$ cat config.mk
export PLATFORM = sky130hd
export DESIGN_NAME = length_prefixed_file_frame_parser
export DESIGN_NICKNAME = d
export VERILOG_FILES = /design/src/sv/lpff_pkg.sv /design/src/sv/length_prefixed_file_frame_parser.sv /design/src/sv/lpff_in_reg.sv /design/src/sv/lpff_core.sv
export SDC_FILE = /design/constraint.sdc
export NUM_CORES = 1
export LEC_CHECK = 0
export ABC_CLOCK_PERIOD_IN_PS = 4090
export BUFFER_PORTS_ARGS = -buffer_cell sky130_fd_sc_hd__buf_2
export CAP_MARGIN = 10
export CORE_MARGIN = 2
export CORE_UTILIZATION = 42
export CTS_CLUSTER_DIAMETER = 120
export DETAILED_ROUTE_END_ITERATION = 12
export PLACE_DENSITY = 0.63
export SETUP_SLACK_MARGIN = 0.2
export SLEW_MARGIN = 20
export SYNTH_ARGS = -nofsm -noshare
export SYNTH_HDL_FRONTEND = slang
export SYNTH_SLANG_ARGS = --single-unit
$ cat constraint.sdc
create_clock -name clk -period 4.09 [get_ports clk]
set_input_delay 0.6135 -clock clk [delete_from_list [all_inputs] [get_ports clk]]
set_output_delay 0.6135 -clock clk [all_outputs]
set_load 0.02 [all_outputs]
$ cat src/sv/lpff_pkg.sv
// Shared types and constants of the length-prefixed frame parser
package lpff_pkg;

  localparam int unsigned MAX_NAME_LENGTH_DEF      = 99;
  localparam int unsigned MAX_SIZE_TEXT_LENGTH_DEF = 99;
  localparam int unsigned HEADER_BYTES             = 8;
  localparam int unsigned SH_W                     = 8 * (HEADER_BYTES - 1);
  localparam int unsigned OUT_DATA_W               = 80;

  localparam logic [1:0] PH_HEADER  = 2'd0;
  localparam logic [1:0] PH_NAME    = 2'd1;
  localparam logic [1:0] PH_SIZE    = 2'd2;
  localparam logic [1:0] PH_PAYLOAD = 2'd3;

  localparam logic [2:0] CL_HEADER  = 3'd0;
  localparam logic [2:0] CL_NAME    = 3'd1;
  localparam logic [2:0] CL_SIZE    = 3'd2;
  localparam logic [2:0] CL_PAYLOAD = 3'd3;
  localparam logic [2:0] CL_ERROR   = 3'd4;
  localparam logic [2:0] CL_RESET   = 3'd5;

  typedef struct packed {
    logic [7:0] rx_byte;
    logic       end_of_stream;
  } item_t;

  typedef struct packed {
    logic [2:0]  byte_class;
    logic [7:0]  data_byte;
    logic        frame_last;
    logic [6:0]  name_length_out;
    logic [31:0] payload_size_out;
    logic [31:0] byte_index;
  } result_t;

endpackage

$ cat src/sv/length_prefixed_file_frame_parser.sv
// Length-prefixed frame parser top level: input register, frame logic, result register.
// An accepted byte is held in the input register, classified by the frame logic and stored in the result register.
// Throughput: one byte per cycle while the result side is not stalled, set by the single frame-state update per byte.
// While a result waits, the input register accepts a byte only if it is empty.
// Reset (rst_n low, synchronous) empties both registers and returns the parser to a header.
module length_prefixed_file_frame_parser #(
  parameter int unsigned MAX_NAME_LENGTH      = lpff_pkg::MAX_NAME_LENGTH_DEF,
  parameter int unsigned MAX_SIZE_TEXT_LENGTH = lpff_pkg::MAX_SIZE_TEXT_LENGTH_DEF
) (
  input  logic                            clk,
  input  logic                            rst_n,
  input  logic                            in_tvalid,
  output logic                            in_tready,
  input  logic [7:0]                      in_tdata,   // [7:0] rx_byte
  input  logic                            in_tuser,   // [0] end_of_stream
  output logic                            out_tvalid,
  input  logic                            out_tready,
  // [7:0] data_byte, [14:8] name_length_out, [46:15] payload_size_out,
  // [78:47] byte_index, [79] zero
  output logic [lpff_pkg::OUT_DATA_W-1:0] out_tdata,
  output logic [2:0]                      out_tuser,  // [2:0] byte_class
  output logic                            out_tlast   // frame_last
);

  logic              advance;
  logic              fire;
  logic              stg_valid;
  lpff_pkg::item_t   stg_item;
  lpff_pkg::result_t step_res;
  lpff_pkg::result_t out_res_r;
  logic              out_valid_r;
  logic              out_valid_nxt;

  assign advance = !out_valid_r || out_tready;
  assign fire    = stg_valid && advance;

  lpff_in_reg u_in_reg (
    .clk       (clk),
    .rst_n     (rst_n),
    .in_tvalid (in_tvalid),
    .in_tready (in_tready),
    .in_tdata  (in_tdata),
    .in_tuser  (in_tuser),
    .advance   (advance),
    .stg_valid (stg_valid),
    .stg_item  (stg_item)
  );

  lpff_core #(
    .MAX_NAME_LENGTH      (MAX_NAME_LENGTH),
    .MAX_SIZE_TEXT_LENGTH (MAX_SIZE_TEXT_LENGTH)
  ) u_core (
    .clk    (clk),
    .rst_n  (rst_n),
    .fire   (fire),
    .item   (stg_item),
    .result (step_res)
  );

  always_comb begin
    out_valid_nxt = out_valid_r;
    if (advance) begin
      out_valid_nxt = stg_valid;
    end
  end

  always_ff @(posedge clk) begin
    if (!rst_n) begin
      out_valid_r <= 1'b0;
    end else begin
      out_valid_r <= out_valid_nxt;
    end
  end

  always_ff @(posedge clk) begin
    if (fire) begin
      out_res_r <= step_res;
    end
  end

  assign out_tvalid = out_valid_r;
  assign out_tuser  = out_res_r.byte_class;
  assign out_tlast  = out_res_r.frame_last;
  assign out_tdata  = {1'b0, out_res_r.byte_index, out_res_r.payload_size_out,
                       out_res_r.name_length_out, out_res_r.data_byte};

endmodule

$ cat src/sv/lpff_in_reg.sv
// Input register stage of the frame parser
module lpff_in_reg (
  input  logic           clk,
  input  logic           rst_n,
  input  logic           in_tvalid,
  output logic           in_tready,
  input  logic [7:0]     in_tdata,
  input  logic           in_tuser,
  input  logic           advance,
  output logic           stg_valid,
  output lpff_pkg::item_t stg_item
);

  logic            stg_valid_r;
  logic            stg_valid_nxt;
  lpff_pkg::item_t stg_item_r;

  assign in_tready = !stg_valid_r || advance;

  always_comb begin
    stg_valid_nxt = stg_valid_r;
    if (in_tready) begin
      stg_valid_nxt = in_tvalid;
    end
  end

  always_ff @(posedge clk) begin
    if (!rst_n) begin
      stg_valid_r <= 1'b0;
    end else begin
      stg_valid_r <= stg_valid_nxt;
    end
  end

  always_ff @(posedge clk) begin
    if (in_tvalid && in_tready) begin
      stg_item_r.rx_byte       <= in_tdata;
      stg_item_r.end_of_stream <= in_tuser;
    end
  end

  assign stg_valid = stg_valid_r;
  assign stg_item  = stg_item_r;

endmodule

$ cat src/sv/lpff_core.sv
// Frame state and per-byte classification of the frame parser
module lpff_core #(
  parameter int unsigned MAX_NAME_LENGTH      = lpff_pkg::MAX_NAME_LENGTH_DEF,
  parameter int unsigned MAX_SIZE_TEXT_LENGTH = lpff_pkg::MAX_SIZE_TEXT_LENGTH_DEF
) (
  input  logic              clk,
  input  logic              rst_n,
  input  logic              fire,
  input  lpff_pkg::item_t   item,
  output lpff_pkg::result_t result
);

  localparam int unsigned NL_W = $clog2(MAX_NAME_LENGTH + 1);
  localparam int unsigned SL_W = $clog2(MAX_SIZE_TEXT_LENGTH + 1);

  logic [1:0]               ph_r,  ph_nxt;
  logic [lpff_pkg::SH_W-1:0] sh_r, sh_nxt;
  logic [31:0]              cnt_r, cnt_nxt;
  logic [NL_W-1:0]          nl_r,  nl_nxt;
  logic [SL_W-1:0]          sl_r,  sl_nxt;
  logic [31:0]              ps_r,  ps_nxt;
  logic                     de_r,  de_nxt;

  logic [32:0] cnt_inc;
  logic [63:0] hdr_word;
  logic [31:0] hdr_nl;
  logic [31:0] hdr_sl;
  logic [35:0] ps_acc;
  logic [31:0] ps_sat;
  logic [31:0] nl_ext;
  logic        is_digit;
  logic        last;
  logic        clr;
  logic [2:0]  cls;

  always_comb begin
    ph_nxt   = ph_r;
    sh_nxt   = sh_r;
    cnt_nxt  = cnt_r;
    nl_nxt   = nl_r;
    sl_nxt   = sl_r;
    ps_nxt   = ps_r;
    de_nxt   = de_r;
    last     = 1'b0;
    clr      = 1'b0;
    cls      = lpff_pkg::CL_HEADER;
    cnt_inc  = {1'b0, cnt_r} + 33'd1;
    hdr_word = {sh_r, item.rx_byte};
    hdr_nl   = hdr_word[63:32];
    hdr_sl   = hdr_word[31:0];
    is_digit = item.rx_byte inside {[8'h30:8'h39]};
    ps_acc   = ({4'd0, ps_r} << 3) + ({4'd0, ps_r} << 1) + {32'd0, item.rx_byte[3:0]};
    ps_sat   = (ps_acc[35:32] != 4'd0) ? 32'hFFFF_FFFF : ps_acc[31:0];

    if (item.end_of_stream) begin
      cls = lpff_pkg::CL_RESET;
      clr = 1'b1;
    end else begin
      case (ph_r)
        lpff_pkg::PH_NAME: begin
          cls = lpff_pkg::CL_NAME;
          if (cnt_inc >= 33'(nl_r)) begin
            cnt_nxt = 32'd0;
            if (sl_r != '0) begin
              ph_nxt = lpff_pkg::PH_SIZE;
            end else if (ps_r != 32'd0) begin
              ph_nxt = lpff_pkg::PH_PAYLOAD;
            end else begin
              last = 1'b1;
            end
          end else begin
            cnt_nxt = cnt_inc[31:0];
          end
        end
        lpff_pkg::PH_SIZE: begin
          cls = lpff_pkg::CL_SIZE;
          if (!de_r) begin
            if (is_digit) begin
              ps_nxt = ps_sat;
            end else begin
              de_nxt = 1'b1;
            end
          end
          if (cnt_inc >= 33'(sl_r)) begin
            cnt_nxt = 32'd0;
            if (ps_nxt != 32'd0) begin
              ph_nxt = lpff_pkg::PH_PAYLOAD;
            end else begin
              last = 1'b1;
            end
          end else begin
            cnt_nxt = cnt_inc[31:0];
          end
        end
        lpff_pkg::PH_PAYLOAD: begin
          cls = lpff_pkg::CL_PAYLOAD;
          if (cnt_inc >= {1'b0, ps_r}) begin
            last = 1'b1;
          end else begin
            cnt_nxt = cnt_inc[31:0];
          end
        end
        default: begin
          cls    = lpff_pkg::CL_HEADER;
          sh_nxt = hdr_word[lpff_pkg::SH_W-1:0];
          if (cnt_inc >= 33'(lpff_pkg::HEADER_BYTES)) begin
            if ((hdr_nl > 32'(MAX_NAME_LENGTH)) || (hdr_sl > 32'(MAX_SIZE_TEXT_LENGTH))) begin
              cls = lpff_pkg::CL_ERROR;
              clr = 1'b1;
            end else begin
              nl_nxt  = hdr_nl[NL_W-1:0];
              sl_nxt  = hdr_sl[SL_W-1:0];
              ps_nxt  = 32'd0;
              de_nxt  = 1'b0;
              cnt_nxt = 32'd0;
              if (hdr_nl != 32'd0) begin
                ph_nxt = lpff_pkg::PH_NAME;
              end else if (hdr_sl != 32'd0) begin
                ph_nxt = lpff_pkg::PH_SIZE;
              end else begin
                last = 1'b1;
              end
            end
          end else begin
            cnt_nxt = cnt_inc[31:0];
          end
        end
      endcase
    end

    nl_ext = 32'(nl_nxt);
    result.byte_class       = cls;
    result.data_byte        = item.rx_byte;
    result.frame_last       = last;
    result.name_length_out  = clr ? 7'd0 : nl_ext[6:0];
    result.payload_size_out = clr ? 32'd0 : ps_nxt;
    result.byte_index       = item.end_of_stream ? 32'd0 : cnt_r;
  end

  always_ff @(posedge clk) begin
    if (!rst_n) begin
      ph_r  <= lpff_pkg::PH_HEADER;
      cnt_r <= 32'd0;
      nl_r  <= '0;
      sl_r  <= '0;
      ps_r  <= 32'd0;
      de_r  <= 1'b0;
    end else if (fire) begin
      if (last || clr) begin
        ph_r  <= lpff_pkg::PH_HEADER;
        cnt_r <= 32'd0;
        nl_r  <= '0;
        sl_r  <= '0;
        ps_r  <= 32'd0;
        de_r  <= 1'b0;
      end else begin
        ph_r  <= ph_nxt;
        cnt_r <= cnt_nxt;
        nl_r  <= nl_nxt;
        sl_r  <= sl_nxt;
        ps_r  <= ps_nxt;
        de_r  <= de_nxt;
      end
    end
  end

  always_ff @(posedge clk) begin
    if (fire) begin
      sh_r <= sh_nxt;
    end
  end

endmodule

==> results of run 1 <==
[area by class of cell]
cell class	instances	area, um2	share of cell area (%)
Timing Repair Buffer	406	3220	16.8
Inverter	109	412	2.14
Sequential cell	231	6110	31.8
Clock buffer	29	651	3.38
Tap cell	442	553	2.88
Multi-Input combinational cell	1045	8010	41.7
Clock inverter	17	262	1.36
[cells in the mapped netlist, drive strengths merged, types with 4 or more instances]
library cell	instances
nand3b	5
nor3	27
a22o	6
nand2b	16
a21oi	131
nand3	42
xor2	15
o31ai	9
and2	10
a32o	7
nor2	129
a31oi	7
nand4	40
nor4b	5
and4	5
xnor2	27
a21o	21
a211oi	14
buf	28
nor4	32
edfxtp	148
clkbuf	42
and3	16
o21a	10
nand2	120
a21boi	7
a22oi	4
a2111oi	6
ha	116
or4	12
inv	109
o21ai	67
o211ai	15
or3	14
dfxtp	83
o22ai	33
o221ai	19
o2111ai	6
nor2b	10
mux2i	4
[per-stage QoR]
stage | hold WS (ps) | util (%) | cells | total power [mW] | setup WS [ps]
2_1_floorplan | 427 | - | 1454 | 2.82 | 24.9
3_3_place_gp | 430 | 51.7 | 2195 | 2.95 | -474
3_5_place_dp | 436 | 51.7 | 2195 | 2.96 | -576
4_1_cts | 221 | 57.0 | 2268 | 5.51 | -370
5_1_grt | 225 | 59.1 | 2279 | 5.69 | -695
6_report | 242 | 59.1 | 2279 | 5.53 | -520
[power by group]
part	total, mW	internal, mW	switching [mW]
combinational	0.457	0.176	0.281
sequential	2.57	2.54	0.0295
clock	2.51	1.53	0.979
[metal layers]
| metal | vias to the layer above | track usage, % |
|---|---|---|
| met3 | 110 | 2.47 |
| met4 | 0 | 9.01 |
| li1 | 6152 | - |
| met5 | - | 0 |
| met1 | 6253 | 33.4 |
| met2 | 469 | 42.4 |
[critical path, cell delays in order (launching register included)]
cell and delay [ps]:
edfxtp_1 410, fa_1 480, ha_1 330, a211oi_2 80, buf_4 140, o211ai_1 370
nand3_1 200, a311o_1 410, and3_4 200, nor4_4 230, buf_4 180, nand3_4 70
nor4_4 320, o2111ai_2 170, and3_4 210, o31ai_4 200, buf_4 170, clkbuf_16 190
o221ai_2 90
[path summary, 6_finish.rpt]
check | startpoint | endpoint | slack, ps | depth (start not counted)
worst max-delay path | u_in_reg.stg_item[4]$_DFFE_PP_ | u_core.cnt_r[14]$_SDFFE_PN0P_ | -520 | 18
worst min-delay path | in_tdata[7] | u_in_reg.stg_item[8]$_DFFE_PP_ | 240 | 1
worst max register to register | u_in_reg.stg_item[4]$_DFFE_PP_ | u_core.cnt_r[14]$_SDFFE_PN0P_ | -520 | 18
worst min register to register | u_core.sh_r[45]$_DFFE_PP_ | u_core.sh_r[53]$_DFFE_PP_ | 450 | 0
[flip-flops by register name (all words and copies together) (netlist names)]
register            count
out_tdata              79
u_core.sh_r            56
u_core.cnt_r           32
u_core.ps_r            32
u_in_reg.stg_item       9
u_core.nl_r             7
u_core.sl_r             7
out_tuser               3
u_core.ph_r             2
out_tlast               1
out_tvalid              1
u_core.de_r             1
u_in_reg.stg_valid      1
[repair_timing]
action / CTS / global route
pin swaps: 43 / 56
buffers inserted: 19 / 8
setup endpoints to repair: 113 / 114
cloned: 8 / 3
gates resized for setup: 105 / 109
[cells by family after synthesis]
group	share of synthesized area, %
AO/OA/AOI/OAI	18.7
XOR/XNOR	2.65
adder cells (fa/ha/maj)	10.8
buffers and inverters	5.45
flip-flops	44.0
multiplexers	0.289
other	0.0270
AND/OR/NAND/NOR	18.1
==> impl_metrics.yaml, run 1 <==
global_route:
  grt_max_degree: 60
  grt.total_usage_pct: 25.1
  grt_pass1_vias: 12606
  grt_pass1_wl_um: 67800
  antenna_found_initial: 0
  grt-ovfl-total: 0
power_and_ir_drop:
  peakVddDrop_v: 0.000233
  power_density_nw_per_um2: 288
  power.leakage_nw: 7.70
timing:
  finalHoldViolCount: 0
  worst_slew_pin_slew_ps: 749
  tns_ps: -43090
  finalSetupViolCount: 114
  worst_slew_margin_rel_pct: 50.1
  rsz0062_at_grt: "yes"
  fin_crit_ps: 4610
  finalMaxSlewViolations: 0
  fin_ws_ps: -520
  worst_clock_skew_ps: 32.5
  timing.fmax_mhz: 217
  timing.final.crit_share_pct: 113
yosys:
  synth_cell_type_count: 88
  ys_seq_area_share_pct: 44.0
  ys_warn_count: 0
  postSynthCellCount: 1454
  synth_nets: 1585
  yosysTopAreaCell: "edfxtp_1"
  yosys-top-cells-area: "edfxtp_1 (32%), dfxtp_1 (12%), ha_1 (10%), a21oi_1 (4.7%), nor2_1 (3.5%)"
  synth_top_cell_area_share_pct: 32.0
  syn-cell-area_um2: 13900
  async_reset_ff_share_pct: 0
  syn_avg_cell_area_um2: 9.54
  synth_ff_type: "edfxtp_1"
  synth_edf_count: 148
  synth_seq_cells: 231
route:
  top_layer: "met4"
  routed_wl_um: 45000
  ant_nets: 0
  avgRoutedWirePerCell_um: 19.7
  drt-pass1-iter-count: 5
  dr_wl_met3_um: 2500
  met1_length_um: 19300
  drtIter0Drc: 1098
  post-route-drc-count: 0
  wl_met2_um: 21600
  via_per_inst: 5.70
  num_vias: 12984
die:
  die-area_um2: 34500
  ioPinCount: 99
  core-area_um2: 32500
  row_count: 66
  die_w_um: 186
  die_y_um: 186
  floorplan.initialDensity_pct: 42.6
finish:
  final_common_cell: "buf_4"
  fillers: 2734
  layout-drive-gt1-share_pct: 35.4
  finalNetCount: 1949
  stdcell_area_um2: 19200
  synthToLayoutAreaGrowth_pct: 38.6
  diodes: 0
  mostFrequentLayoutCells: "buf_4 (273), edfxtp_1 (148), nand2_1 (116)"
clock_network:
  cts_root_buffer: "clkbuf_16"
  clk_latency_ps: 550
  cts_hold_buf: 0
  cts_sinks: 231
  clkSlewWorstSetupHoldPaths_ps: 60
  cts.htree.levels: 1
  cts_buffers: 25
  cts_tree: "done"
  clk_path_buf_depth: 3
job:
  drv_cap: 0
run_status:
  violations: "negative setup slack"
  status: "complete, but fails checks"
setup_path:
  cp.arrival_ps: 5010
  cp_max_fo: 16
  crit_type: "flop to flop"
  cp-start-kind: "flop"
  required_ps: 4490
  worstSetupEndpointType: "flop"
place:
  gp_congestion: 0.950
  hpwl_um: 32200
  io_buffers: 97
  dpl_cell_area_um2: 16800
min_path:
  hp-class: "primary input to flop"
Power figures use the tool's default switching activity.
==> run 2: changes to the inputs <==
Settings changed: CORE_MARGIN 2 to 1.
==> run 2 against run 1 <==
  * The run still ends with negative setup slack left
  * Global-route usage increased by 0.69 points
  * Register-to-register slack hardly changed
  * Sequential cell count unchanged
  * Sequential share of layout area up 1.2 points
  * Clock skew fell by 22 ps
  * Design area fell by 3.5%
  * First-iteration DRC count fell by 1.7%
  * Non-clock buffer count down 20
  * Critical path type unchanged
  * Combinational power shrank 9.2%
  * Critical path depth grew 1
  * Sequential power hardly changed
==> impl_metrics.yaml, run 2 (synthesized netlist as in run 1, its figures left out) <==
route:
  drt-pass1-iter-count: 5
  num_vias: 12887
  routed_wl_um: 43300
  avgRoutedWirePerCell_um: 19.2
  post-route-drc-count: 0
  ant_nets: 0
  drtIter0Drc: 1079
  via_per_inst: 5.70
global_route:
  grt_pass1_wl_um: 69200
  grt_pass1_vias: 12990
  grt_max_degree: 60
  antenna_found_initial: 0
  grt-ovfl-total: 0
  grt.total_usage_pct: 25.8
clock_network:
  cts_root_buffer: "clkbuf_16"
  cts.htree.levels: 1
  clkSlewWorstSetupHoldPaths_ps: 60
  cts_sinks: 231
  clk_path_buf_depth: 3
  clk_latency_ps: 530
  cts_buffers: 25
  cts_tree: "done"
  cts_hold_buf: 0
min_path:
  hp-class: "primary input to flop"
  whs_endpoint: "u_in_reg.stg_item[1]$_DFFE_PP_"
  hold_start: "in_tdata[0]"
  min_path_cells: 1
finish:
  largest_reg_flops: 79
  layout-drive-gt1-share_pct: 31.9
  finalNetCount: 1929
  fin_cells: 2259
  synthToLayoutAreaGrowth_pct: 33.7
  mostFrequentLayoutCells: "buf_4 (261), edfxtp_1 (148), nor2_1 (117)"
  final_common_cell: "buf_4"
  diodes: 0
setup_path:
  cpPeakStageDelay_ps: 490
  worstSetupEndpointType: "flop"
  required_ps: 4510
  cp_slowest_cell: "fa_1"
  reg2reg_to: "u_core.ps_r[3]$_SDFFE_PN0P_"
  cp_max_fo: 5
  crit_top_cell: "buf_4"
  crit_type: "flop to flop"
  path_cells: "fa_1, ha_1, a211oi_2, buf_4, buf_6, o211ai_1, nand3_1, buf_4, a31oi_1, or3_1, a22oi_2, nand4_1, a21boi_2, o2111ai_2, a21boi_2, buf_12, buf_4, o21ai_2, a22o_1"
  cp-start-kind: "flop"
  reg2reg_depth: 19
  timing.rr.start: "u_in_reg.stg_item[4]$_DFFE_PP_"
  cp.arrival_ps: 5040
  r2r_slack_ps: -520
timing:
  tns_ps: -39110
  timing.final.crit_share_pct: 113
  finalMaxSlewViolations: 0
  worst_clock_skew_ps: 10.5
  finalSetupViolCount: 113
  timing.fmax_mhz: 217
  worst_slew_pin_slew_ps: 967
  fin_ws_ps: -523
  rsz0062_at_grt: "yes"
  finalHoldViolCount: 0
  hold_slack_ps: 255
  worst_slew_margin_rel_pct: 35.4
  fin_crit_ps: 4610
die:
  die_y_um: 184
  die-area_um2: 33800
  core-area_um2: 32500
  ioPinCount: 99
  die_w_um: 184
  row_count: 66
  floorplan.initialDensity_pct: 42.6
place:
  gp_congestion: 0.912
  hpwl_um: 32200
  placedCellCount: 2184
  io_buffers: 97
run_status:
  violations: "negative setup slack"
  status: "complete, but fails checks"
power_and_ir_drop:
  power_density_nw_per_um2: 291
  peakVddDrop_v: 0.000277
  finalPower_mw: 5.39
  power.leakage_nw: 7.53
job:
  drv_cap: 0
[run 2: changes by cell type in the layout (fill, tap and decap cells not counted), sizes merged]
| cell | previous run | this run |
|---|---|---|
| clkinvlp | 2 | 1 |
| clkinv | 6 | 9 |
| clkbuf | 32 | 28 |
| bufbuf | 0 | 2 |
| buf | 403 | 384 |
| bufinv | 6 | 5 |
[run 2: report_power, final]
group | leakage, nW | switching, mW | total, mW | internal [mW]
Combinational | 5.04 | 0.258 | 0.415 | 0.157
Clock | 0.424 | 0.958 | 2.41 | 1.45
Sequential | 2.06 | 0.0289 | 2.57 | 2.54
[run 2: layout make-up]
class	count	area, um2
Inverter	109	412
Multi-Input combinational cell	1045	7610
Clock buffer	28	637
Fill cell	2860	14000
Clock inverter	18	239
Sequential cell	231	6110
Timing Repair Buffer	386	2980
Tap cell	442	553
[run 2: worst max path at each step]
stage / startpoint / to / slack [ps] / cells past startpoint
after global placement: u_in_reg.stg_item[4]$_DFFE_PP_ / u_core.sl_r[6]$_SDFFE_PN0P_ / -500 / 17
after detailed placement: u_in_reg.stg_item[4]$_DFFE_PP_ / u_core.cnt_r[30]$_SDFFE_PN0P_ / -530 / 17
after floorplan: u_core.cnt_r[0]$_SDFFE_PN0P_ / u_core.cnt_r[21]$_SDFFE_PN0P_ / 20 / 21
final: u_in_reg.stg_item[4]$_DFFE_PP_ / u_core.ps_r[3]$_SDFFE_PN0P_ / -520 / 19
after global routing: u_in_reg.stg_item[4]$_DFFE_PP_ / u_core.ps_r[0]$_SDFFE_PN0P_ / -670 / 19
after CTS: u_in_reg.stg_item[4]$_DFFE_PP_ / u_core.cnt_r[30]$_SDFFE_PN0P_ / -400 / 18
[run 2: timing repair]
action	CTS	global route
setup endpoints to repair	114	114
gates cloned	7	0
endpoints found under the hold margin	0	0
gates resized for setup	120	22
buffers inserted	18	4
pin swaps	45	14
[run 2: metrics by stage]
step           util, %  cell area [um2]  setup slack, ps
3_3_place_gp      51.5            16700             -504
2_1_floorplan        -            14000             24.9
3_5_place_dp      51.5            16700             -532
6_report          57.0            18500             -523
4_1_cts           56.6            18400             -404
5_1_grt           57.0            18500             -674
[run 2: critical path, delay by kind of cell (launching register included)]
| kind | cells | cell delay [ps] |
|---|---|---|
| flops | 1 | 420 |
| fa+ha+maj | 2 | 830 |
| simple gates | 3 | 790 |
| compound gates | 9 | 1760 |
| buf+inv | 5 | 690 |
[run 2: layer usage]
layer | part of all wire (%) | global-route usage [%]
met5 | 0 | 0
met4 | 4.2 | 11.2
met3 | 5.3 | 2.69
met2 | 47 | 43.0
met1 | 44 | 33.8
